--- src/hw/rtl/fba_pkg.sv ---
// ----------------------------------------------------------------------------
// fba_pkg
// shared types and constants of the fixed block allocator
// ----------------------------------------------------------------------------
package fba_pkg;

  localparam int DEF_MAX_BLOCKS   = 64;
  localparam int DEF_HEADER_BYTES = 8;
  localparam int POOL_HEADER      = 8;

  localparam int APB_ADDR_W = 4;

  localparam logic [1:0] REG_BASE  = 2'd0;
  localparam logic [1:0] REG_SIZE  = 2'd1;
  localparam logic [1:0] REG_COUNT = 2'd2;

  localparam logic [31:0] RST_BASE  = 32'd0;
  localparam logic [16:0] RST_SIZE  = 17'd64;
  localparam logic [6:0]  RST_COUNT = 7'd64;

  localparam logic ACT_ALLOC = 1'b0;
  localparam logic ACT_FREE  = 1'b1;

  localparam logic [1:0] ST_OK     = 2'd0;
  localparam logic [1:0] ST_NONE   = 2'd1;
  localparam logic [1:0] ST_BAD    = 2'd2;
  localparam logic [1:0] ST_DOUBLE = 2'd3;

  typedef struct packed {
    logic [31:0] base_address;
    logic [16:0] block_size;
    logic [6:0]  block_count;
  } cfg_t;

endpackage

--- src/hw/rtl/fba_if.sv ---
// ----------------------------------------------------------------------------
// fba_if
// request and response channels of the fixed block allocator
// ----------------------------------------------------------------------------
interface fba_req_if;
  logic        valid;
  logic        ready;
  logic        action;
  logic [31:0] block_address;

  modport source (output valid, action, block_address, input ready);
  modport sink   (input valid, action, block_address, output ready);
endinterface

interface fba_rsp_if;
  logic        valid;
  logic        ready;
  logic [31:0] granted_address;
  logic [1:0]  status;
  logic [6:0]  free_blocks;

  modport source (output valid, granted_address, status, free_blocks, input ready);
  modport sink   (input valid, granted_address, status, free_blocks, output ready);
endinterface

--- src/hw/rtl/fba_cfg.sv ---
// ----------------------------------------------------------------------------
// fba_cfg
// apb register file: pool base, block size, block count
// ----------------------------------------------------------------------------
module fba_cfg (
  input  logic                             clk,
  input  logic                             rst,
  input  logic                             psel,
  input  logic                             penable,
  input  logic                             pwrite,
  input  logic [fba_pkg::APB_ADDR_W-1:0]   paddr,
  input  logic [31:0]                      pwdata,
  output logic [31:0]                      prdata,
  output logic                             pready,
  output fba_pkg::cfg_t                    cfg
);
  import fba_pkg::*;

  logic [1:0] reg_idx;
  logic       wr_en;

  assign reg_idx = paddr[3:2];
  assign wr_en   = psel && penable && pwrite;
  assign pready  = 1'b1;

  always_ff @(posedge clk) begin
    if (rst) begin
      cfg.base_address <= RST_BASE;
      cfg.block_size   <= RST_SIZE;
      cfg.block_count  <= RST_COUNT;
    end else if (wr_en) begin
      case (reg_idx)
        REG_BASE:  cfg.base_address <= pwdata;
        REG_SIZE:  cfg.block_size   <= pwdata[16:0];
        REG_COUNT: cfg.block_count  <= pwdata[6:0];
        default: ;
      endcase
    end
  end

  always_comb begin
    case (reg_idx)
      REG_BASE:  prdata = cfg.base_address;
      REG_SIZE:  prdata = {15'd0, cfg.block_size};
      REG_COUNT: prdata = {25'd0, cfg.block_count};
      default:   prdata = 32'd0;
    endcase
  end

endmodule

--- src/hw/rtl/fba_seq.sv ---
// ----------------------------------------------------------------------------
// fba_seq
// scan sequencer: walks the block free map with one running address adder
// ----------------------------------------------------------------------------
module fba_seq #(
  parameter int MAX_BLOCKS   = fba_pkg::DEF_MAX_BLOCKS,
  parameter int HEADER_BYTES = fba_pkg::DEF_HEADER_BYTES
) (
  input  logic          clk,
  input  logic          rst,
  input  fba_pkg::cfg_t cfg,
  fba_req_if.sink       req,
  fba_rsp_if.source     rsp
);
  import fba_pkg::*;

  localparam int IDX_W = (MAX_BLOCKS > 1) ? $clog2(MAX_BLOCKS) : 1;
  localparam int CNT_W = $clog2(MAX_BLOCKS + 1);

  typedef enum logic [1:0] {S_CLEAR, S_IDLE, S_SCAN, S_DONE} state_t;

  state_t             state;
  logic [IDX_W-1:0]   clr_idx;
  logic [CNT_W-1:0]   lim;
  logic [CNT_W-1:0]   cur_idx;
  logic [31:0]        cur_addr;
  logic [31:0]        stride;
  logic               act;
  logic [31:0]        in_addr;
  logic               found;
  logic [CNT_W-1:0]   count;
  logic [31:0]        granted;
  logic [1:0]         st;
  logic               s_vld;
  logic [IDX_W-1:0]   s_idx;
  logic [31:0]        s_addr;

  logic               free_map [MAX_BLOCKS];
  logic               rd_data;
  logic               mem_we;
  logic [IDX_W-1:0]   mem_wa;
  logic               mem_wd;
  logic [IDX_W-1:0]   mem_ra;

  logic               hit;
  logic               post;
  logic [CNT_W-1:0]   lim_next;
  logic               issue;

  logic               o_vld;
  logic [31:0]        o_granted;
  logic [1:0]         o_status;
  logic [CNT_W-1:0]   o_free;

  assign stride = 32'(HEADER_BYTES)
                + ((32'(cfg.block_size) + 32'd3) & ~32'd3);

  assign lim_next = (32'(cfg.block_count) > 32'(MAX_BLOCKS)) ?
                    CNT_W'(MAX_BLOCKS) : CNT_W'(cfg.block_count);

  assign issue  = (state == S_SCAN) && (cur_idx < lim);
  assign mem_ra = cur_idx[IDX_W-1:0];

  always_comb begin
    hit = 1'b0;
    if (s_vld && !found) begin
      if (act == ACT_ALLOC) begin
        hit = rd_data;
      end else begin
        hit = (s_addr == in_addr);
      end
    end
    post = hit ? (act == ACT_FREE) : rd_data;
  end

  always_comb begin
    mem_we = 1'b0;
    mem_wa = s_idx;
    mem_wd = post;
    if (state == S_CLEAR) begin
      mem_we = 1'b1;
      mem_wa = clr_idx;
      mem_wd = 1'b1;
    end else if (hit) begin
      mem_we = 1'b1;
    end
  end

  always_ff @(posedge clk) begin
    if (mem_we) begin
      free_map[mem_wa] <= mem_wd;
    end
    rd_data <= free_map[mem_ra];
  end

  assign req.ready           = (state == S_IDLE);
  assign rsp.valid           = o_vld;
  assign rsp.granted_address = o_granted;
  assign rsp.status          = o_status;
  assign rsp.free_blocks     = 7'(32'(o_free));

  always_ff @(posedge clk) begin
    if (rst) begin
      state   <= S_CLEAR;
      clr_idx <= '0;
      s_vld   <= 1'b0;
      o_vld   <= 1'b0;
      found   <= 1'b0;
    end else begin
      if (o_vld && rsp.ready && state != S_DONE) begin
        o_vld <= 1'b0;
      end
      case (state)
        S_CLEAR: begin
          clr_idx <= clr_idx + 1'b1;
          if (clr_idx == IDX_W'(MAX_BLOCKS - 1)) begin
            state <= S_IDLE;
          end
        end
        S_IDLE: begin
          if (req.valid) begin
            act      <= req.action;
            in_addr  <= req.block_address;
            lim      <= lim_next;
            cur_idx  <= '0;
            cur_addr <= cfg.base_address + 32'(POOL_HEADER) + 32'(HEADER_BYTES);
            found    <= 1'b0;
            count    <= '0;
            granted  <= 32'd0;
            st       <= (req.action == ACT_ALLOC) ? ST_NONE : ST_BAD;
            s_vld    <= 1'b0;
            state    <= S_SCAN;
          end
        end
        S_SCAN: begin
          s_vld <= issue;
          if (issue) begin
            s_idx    <= cur_idx[IDX_W-1:0];
            s_addr   <= cur_addr;
            cur_idx  <= cur_idx + 1'b1;
            cur_addr <= cur_addr + stride;
          end
          if (s_vld) begin
            count <= count + CNT_W'(post);
          end
          if (hit) begin
            found <= 1'b1;
            if (act == ACT_ALLOC) begin
              granted <= s_addr;
              st      <= ST_OK;
            end else begin
              st <= rd_data ? ST_DOUBLE : ST_OK;
            end
          end
          if (!issue && !s_vld) begin
            state <= S_DONE;
          end
        end
        S_DONE: begin
          if (!o_vld || rsp.ready) begin
            o_vld     <= 1'b1;
            o_granted <= granted;
            o_status  <= st;
            o_free    <= count;
            state     <= S_IDLE;
          end
        end
        default: state <= S_IDLE;
      endcase
    end
  end

  a_scan_bound: assert property (@(posedge clk) disable iff (rst)
    (state == S_SCAN) |-> (cur_idx <= lim))
    else $error("scan index ran past the block limit");

  a_write_src: assert property (@(posedge clk) disable iff (rst)
    (mem_we && state != S_CLEAR) |-> (s_vld && !found))
    else $error("free map written outside a first match");

  a_none_zero: assert property (@(posedge clk) disable iff (rst)
    (o_vld && (o_status == ST_NONE || o_status == ST_BAD ||
               o_status == ST_DOUBLE)) |-> (o_granted == 32'd0))
    else $error("failed request returned an address");

  a_free_bound: assert property (@(posedge clk) disable iff (rst)
    $rose(o_vld) |-> (o_free <= lim))
    else $error("free count exceeds the active block count");

endmodule

--- src/hw/rtl/fixed_block_allocator.sv ---
// ----------------------------------------------------------------------------
// fixed_block_allocator
// pool allocator for equal-size blocks with an apb configuration port
// ----------------------------------------------------------------------------
// req channel: action (0 allocate, 1 free) and block_address, one item per
//   handshake; rsp channel: granted_address, status and free_blocks, one
//   item for each request.
// apb registers: base_address at 0x0, block_size at 0x4, block_count at
//   0x8; write them only while no request is in flight.
// after rst the free map is swept to all free with req.ready low; apb
//   writes are taken meanwhile.
// each request walks the free map one block a cycle with a single running
//   address adder and comparator, over block_count blocks capped at
//   MAX_BLOCKS; a new request is taken only once the response of the last
//   has been registered.
// req.ready is high only between requests. the response sits in an output
//   register; if rsp.ready is low the next request can still be accepted
//   and scanned, and its response waits until the register is taken.
// ----------------------------------------------------------------------------
module fixed_block_allocator #(
  parameter int MAX_BLOCKS   = fba_pkg::DEF_MAX_BLOCKS,
  parameter int HEADER_BYTES = fba_pkg::DEF_HEADER_BYTES
) (
  input  logic                           clk,
  input  logic                           rst,
  input  logic                           psel,
  input  logic                           penable,
  input  logic                           pwrite,
  input  logic [fba_pkg::APB_ADDR_W-1:0] paddr,
  input  logic [31:0]                    pwdata,
  output logic [31:0]                    prdata,
  output logic                           pready,
  fba_req_if.sink                        req,
  fba_rsp_if.source                      rsp
);
  import fba_pkg::*;

  cfg_t cfg;

  fba_cfg u_cfg (
    .clk     (clk),
    .rst     (rst),
    .psel    (psel),
    .penable (penable),
    .pwrite  (pwrite),
    .paddr   (paddr),
    .pwdata  (pwdata),
    .prdata  (prdata),
    .pready  (pready),
    .cfg     (cfg)
  );

  fba_seq #(
    .MAX_BLOCKS   (MAX_BLOCKS),
    .HEADER_BYTES (HEADER_BYTES)
  ) u_seq (
    .clk (clk),
    .rst (rst),
    .cfg (cfg),
    .req (req),
    .rsp (rsp)
  );

endmodule
--- src/flat_wrapper.sv ---
// flat-port wrapper written by rule: the top's interface ports become plain ports
module fixed_block_allocator_flat import fba_pkg::*;
#(
  parameter int MAX_BLOCKS   = fba_pkg::DEF_MAX_BLOCKS,
  parameter int HEADER_BYTES = fba_pkg::DEF_HEADER_BYTES
)
  (clk, rst, psel, penable, pwrite, paddr, pwdata, prdata, pready, req_valid, req_action, req_block_address, req_ready, rsp_valid, rsp_granted_address, rsp_status, rsp_free_blocks, rsp_ready);
  fba_req_if req_i ();
  fba_rsp_if rsp_i ();
  input  logic clk;
  input  logic rst;
  input  logic psel;
  input  logic penable;
  input  logic pwrite;
  input  logic [fba_pkg::APB_ADDR_W-1:0] paddr;
  input  logic [31:0] pwdata;
  output logic [31:0] prdata;
  output logic pready;
  input wire logic [$bits(req_i.valid)-1:0] req_valid;
  input wire logic [$bits(req_i.action)-1:0] req_action;
  input wire logic [$bits(req_i.block_address)-1:0] req_block_address;
  output wire logic [$bits(req_i.ready)-1:0] req_ready;
  output wire logic [$bits(rsp_i.valid)-1:0] rsp_valid;
  output wire logic [$bits(rsp_i.granted_address)-1:0] rsp_granted_address;
  output wire logic [$bits(rsp_i.status)-1:0] rsp_status;
  output wire logic [$bits(rsp_i.free_blocks)-1:0] rsp_free_blocks;
  input wire logic [$bits(rsp_i.ready)-1:0] rsp_ready;
  assign req_i.valid = req_valid;
  assign req_i.action = req_action;
  assign req_i.block_address = req_block_address;
  assign req_ready = req_i.ready;
  assign rsp_valid = rsp_i.valid;
  assign rsp_granted_address = rsp_i.granted_address;
  assign rsp_status = rsp_i.status;
  assign rsp_free_blocks = rsp_i.free_blocks;
  assign rsp_i.ready = rsp_ready;
  fixed_block_allocator #(.MAX_BLOCKS(MAX_BLOCKS), .HEADER_BYTES(HEADER_BYTES)) u_core (.clk(clk), .rst(rst), .psel(psel), .penable(penable), .pwrite(pwrite), .paddr(paddr), .pwdata(pwdata), .prdata(prdata), .pready(pready), .req(req_i), .rsp(rsp_i));
endmodule
--- config.mk ---
export PLATFORM = sky130hd
export DESIGN_NAME = fixed_block_allocator_flat
export DESIGN_NICKNAME = d
export VERILOG_FILES = /design/src/hw/rtl/fba_pkg.sv /design/src/hw/rtl/fba_if.sv /design/src/hw/rtl/fba_cfg.sv /design/src/hw/rtl/fba_seq.sv /design/src/hw/rtl/fixed_block_allocator.sv /design/src/flat_wrapper.sv
export SDC_FILE = /design/constraint.sdc
export NUM_CORES = 1
export LEC_CHECK = 0
export ABC_AREA = 1
export BUFFER_PORTS_ARGS = -buffer_cell sky130_fd_sc_hd__buf_4
export CAP_MARGIN = 40
export CORE_MARGIN = 1.5
export CORE_UTILIZATION = 54
export DETAILED_ROUTE_END_ITERATION = 16
export HOLD_SLACK_MARGIN = 0.08
export PLACE_DENSITY = 0.86
export SYNTH_ARGS = -nofsm -noshare
export SYNTH_HDL_FRONTEND = slang
export SYNTH_SLANG_ARGS = --single-unit
--- constraint.sdc ---
create_clock -name clk -period 3.4 [get_ports clk]
set_clock_uncertainty 0.15 [all_clocks]
set_input_delay 0.51 -clock clk [delete_from_list [all_inputs] [get_ports clk]]
set_output_delay 0.51 -clock clk [all_outputs]
set_load 0.02 [all_outputs]
==> out/results.ini <==
[status]
status=finished clean

[global_routing]
grt_max_degree=65
grt_pass1_vias=12243
grt_usage_pct=26.0
grt_overflow=0
grt_pass1_wl_um=63000
antenna_found_initial=0

[sta]
worstMarginPinSlew_ns=0.794
hold_viol=0
rsz0062_at_grt=true
min_period_ns=3.29
drv_slew=0
fmax_ghz=0.304
slew_headroom_pct=47.1
fin_crit_sh_pct=96.9
whs_ns=0.0968
setup_viol_count_final=0

[clocking]
cts-buffers-inserted=35
clkSlewWorstSetupHoldPaths_ns=0.06
cts.htree.levels=2
cts_sinks=331
clk_latency_ns=0.53
cts_tree=yes
cts_root_buf=clkbuf_16
clockBufferDepth=3

[flow_run]
drv_cap=0

[floorplanning]
rows=62
die_x_um=175
ios=152
initial_core_util_pct=55.4
coreArea_um2=28900
die_h_um=175
dieArea_um2=30700

[pwr]
cellPowerDensity_nw_per_um2=426
vdd_ir_drop_max_uv=280
leakage_nw=7.97

[synth]
synth_top_area_share_pct=49.3
synth_cell_types=52
synth_ff_type=edfxtp_1
avgSynthCellArea_um2=9.38
netlist_instances=1709
synth_seq_cells=331
ys_warn_count=0
synth-edff-count=263
synth_area_leaders=edfxtp_1, dfxtp_1, nand2_1, nor2_1, inv_1
syn_area_um2=16000
syn_nets=1834
synth_top_area_cell=edfxtp_1
synth_seq_area_share_pct=57.8
async_reset_ff_share_pct=0

[setup_path]
critical_path_class=flop to flop
worstPathRequired_ns=3.50
rr_worst_depth=22
worstPathArrival_ns=3.39
r2r_slack_ns=0.11
endpoint_kind=flop
startpoint_type=flop
crit_fanout=5

[route]
first_pass_iters=6
wirelength_um=40300
antenna_left=0
via_per_inst=5.56
drt_iter0_drc=1443
wire_per_inst_um=17.3
drc=0
vias=12945

[cells_and_area]
fillers=2060
final_common_cell=nand2_1
layout_common_cells=nand2_1, edfxtp_1, nor2_1, inv_1, buf_4
syn_to_final_growth_pct=22.9
layout-drive-gt1-share_pct=19.7
diodes=0
final_area_um2=19700
finalNetCount=2048

[placement]
gp_congestion=0.946
post_dp_cell_area_um2=17700
hpwlAfterDp_um=28100
portBuffers=148

[worst_hold_path]
hp-class=primary input to flop
hold_depth=3

==> layout make-up <==
type,instances,area (um^2),area share (%)
clock buffer,47,960,4.87
clock inverter,13,134,0.680
inverter,229,865,4.39
sequential,331,9260,47.0
timing repair buffer,227,1840,9.32
tap,384,480,2.44
multi-input combinational,1099,6160,31.3
==> metal layers <==
metal	routed length, um	track usage (%)	up-vias
met5	0	0	-
met4	853	6.09	0
met1	17000	36.1	6119
li1	-	-	6117
met2	19100	43.1	640
met3	3380	4.29	69
==> timing repair <==
item,4_1_cts,5_1_grt
cloned,0,0
endpoints found under the hold margin,36,0
buffers inserted,6,3
gates resized for setup,39,70
pin swaps,16,42
setup endpoints to repair,14,22
hold buffers,35,0
==> critical path, stage by stage (launching register included) <==
cell,delay (ns)
dfxtp_2,0.33
inv_2,0.05
nor2_4,0.13
nand4_4,0.10
nor2_4,0.14
nand2_4,0.07
clkinv_4,0.07
nand2_8,0.07
nor2_4,0.11
nand3_2,0.11
nor2_4,0.14
nor2_2,0.06
ha_4,0.23
ha_4,0.32
a21oi_4,0.08
buf_4,0.15
o21ai_4,0.17
and2_1,0.15
inv_1,0.04
nand2_2,0.09
nand2_1,0.07
nand2_1,0.09
o21ai_2,0.08
==> cells by family after synthesis <==
group	count (synthesis)	share of synthesized area [%]
XOR/XNOR	51	2.79
AND/OR/NAND/NOR	717	19.2
other	1	0.0234
flip-flops	331	57.8
adder cells (fa/ha/maj)	49	3.87
AO/OA/AOI/OAI	281	9.57
buffers and inverters	279	6.72
==> cells in the mapped netlist (2+ instances only) <==
master	count
a21o_1	3
o221ai_1	9
ha_1	48
o211ai_1	8
nor2_4	4
nor3_1	17
nand3b_1	2
buf_1	2
o22ai_1	20
clkbuf_1	39
nor2_1	231
buf_2	7
nand2_4	9
xor2_1	20
edfxtp_1	263
o21ai_0	103
o21a_1	2
o21bai_1	3
a31oi_1	2
nor2_2	19
nand4_1	17
inv_1	210
nor4_1	3
nand2_2	4
xnor2_1	31
nand2_1	336
nor3_2	3
inv_2	17
dfxtp_1	68
o21ai_1	30
a21oi_1	93
nand3_1	64
a21boi_1	2
o31ai_1	2
==> flip-flops by register name, summed over array words and instances (netlist names) <==
register                          cells
u_core.u_seq.rd_data                  1
u_core.u_seq.state                    2
u_core.u_seq.granted                 32
u_core.u_seq.found                    1
u_core.u_seq.in_addr                 32
u_core.u_cfg.cfg                     56
u_core.u_seq.s_idx                    6
u_core.u_seq.rsp.free_blocks          7
u_core.u_seq.count                    7
u_core.u_seq.rsp.status               2
u_core.u_seq.lim                      7
u_core.u_seq.act                      1
u_core.u_seq.rsp.valid                1
u_core.u_seq.rsp.granted_address     32
u_core.u_seq.clr_idx                  6
u_core.u_seq.free_map                64
u_core.u_seq.cur_addr                32
u_core.u_seq.cur_idx                  7
u_core.u_seq.st                       2
u_core.u_seq.s_addr                  32
u_core.u_seq.s_vld                    1
==> final timing paths <==
check,from,to
worst min-delay path,pwdata[17],u_core.u_cfg.cfg[41]
worst max-delay path,u_core.u_cfg.cfg[9],u_core.u_seq.cur_addr[23]
worst max register to register,u_core.u_cfg.cfg[9],u_core.u_seq.cur_addr[23]
worst min register to register,u_core.u_seq.granted[4],u_core.u_seq.rsp.granted_address[4]
==> power by group <==
part           total [mW]  internal, mW  switching, mW
Clock                3.68          2.14           1.54
Combinational       0.355         0.156          0.199
Sequential           4.36          4.34         0.0175
Total                8.39          6.64           1.75
==> per-stage QoR <==
stage / utilization (%) / setup TNS, ns / setup slack, ns / power (mW) / std cells
5_1_grt: 68.1 / -0.599 / -0.0805 / 8.61 / 2330
4_1_cts: 67.0 / 0 / 0.00103 / 8.40 / 2327
3_5_place_dp: 61.3 / -1.31 / -0.168 / 4.73 / 2226
2_1_floorplan: - / 0 / 0.0488 / 4.59 / 1709
6_report: 68.1 / 0 / 0.106 / 8.39 / 2330
3_3_place_gp: 61.3 / -0.0220 / -0.0143 / 4.73 / 2226
Power figures use the tool's default switching activity.
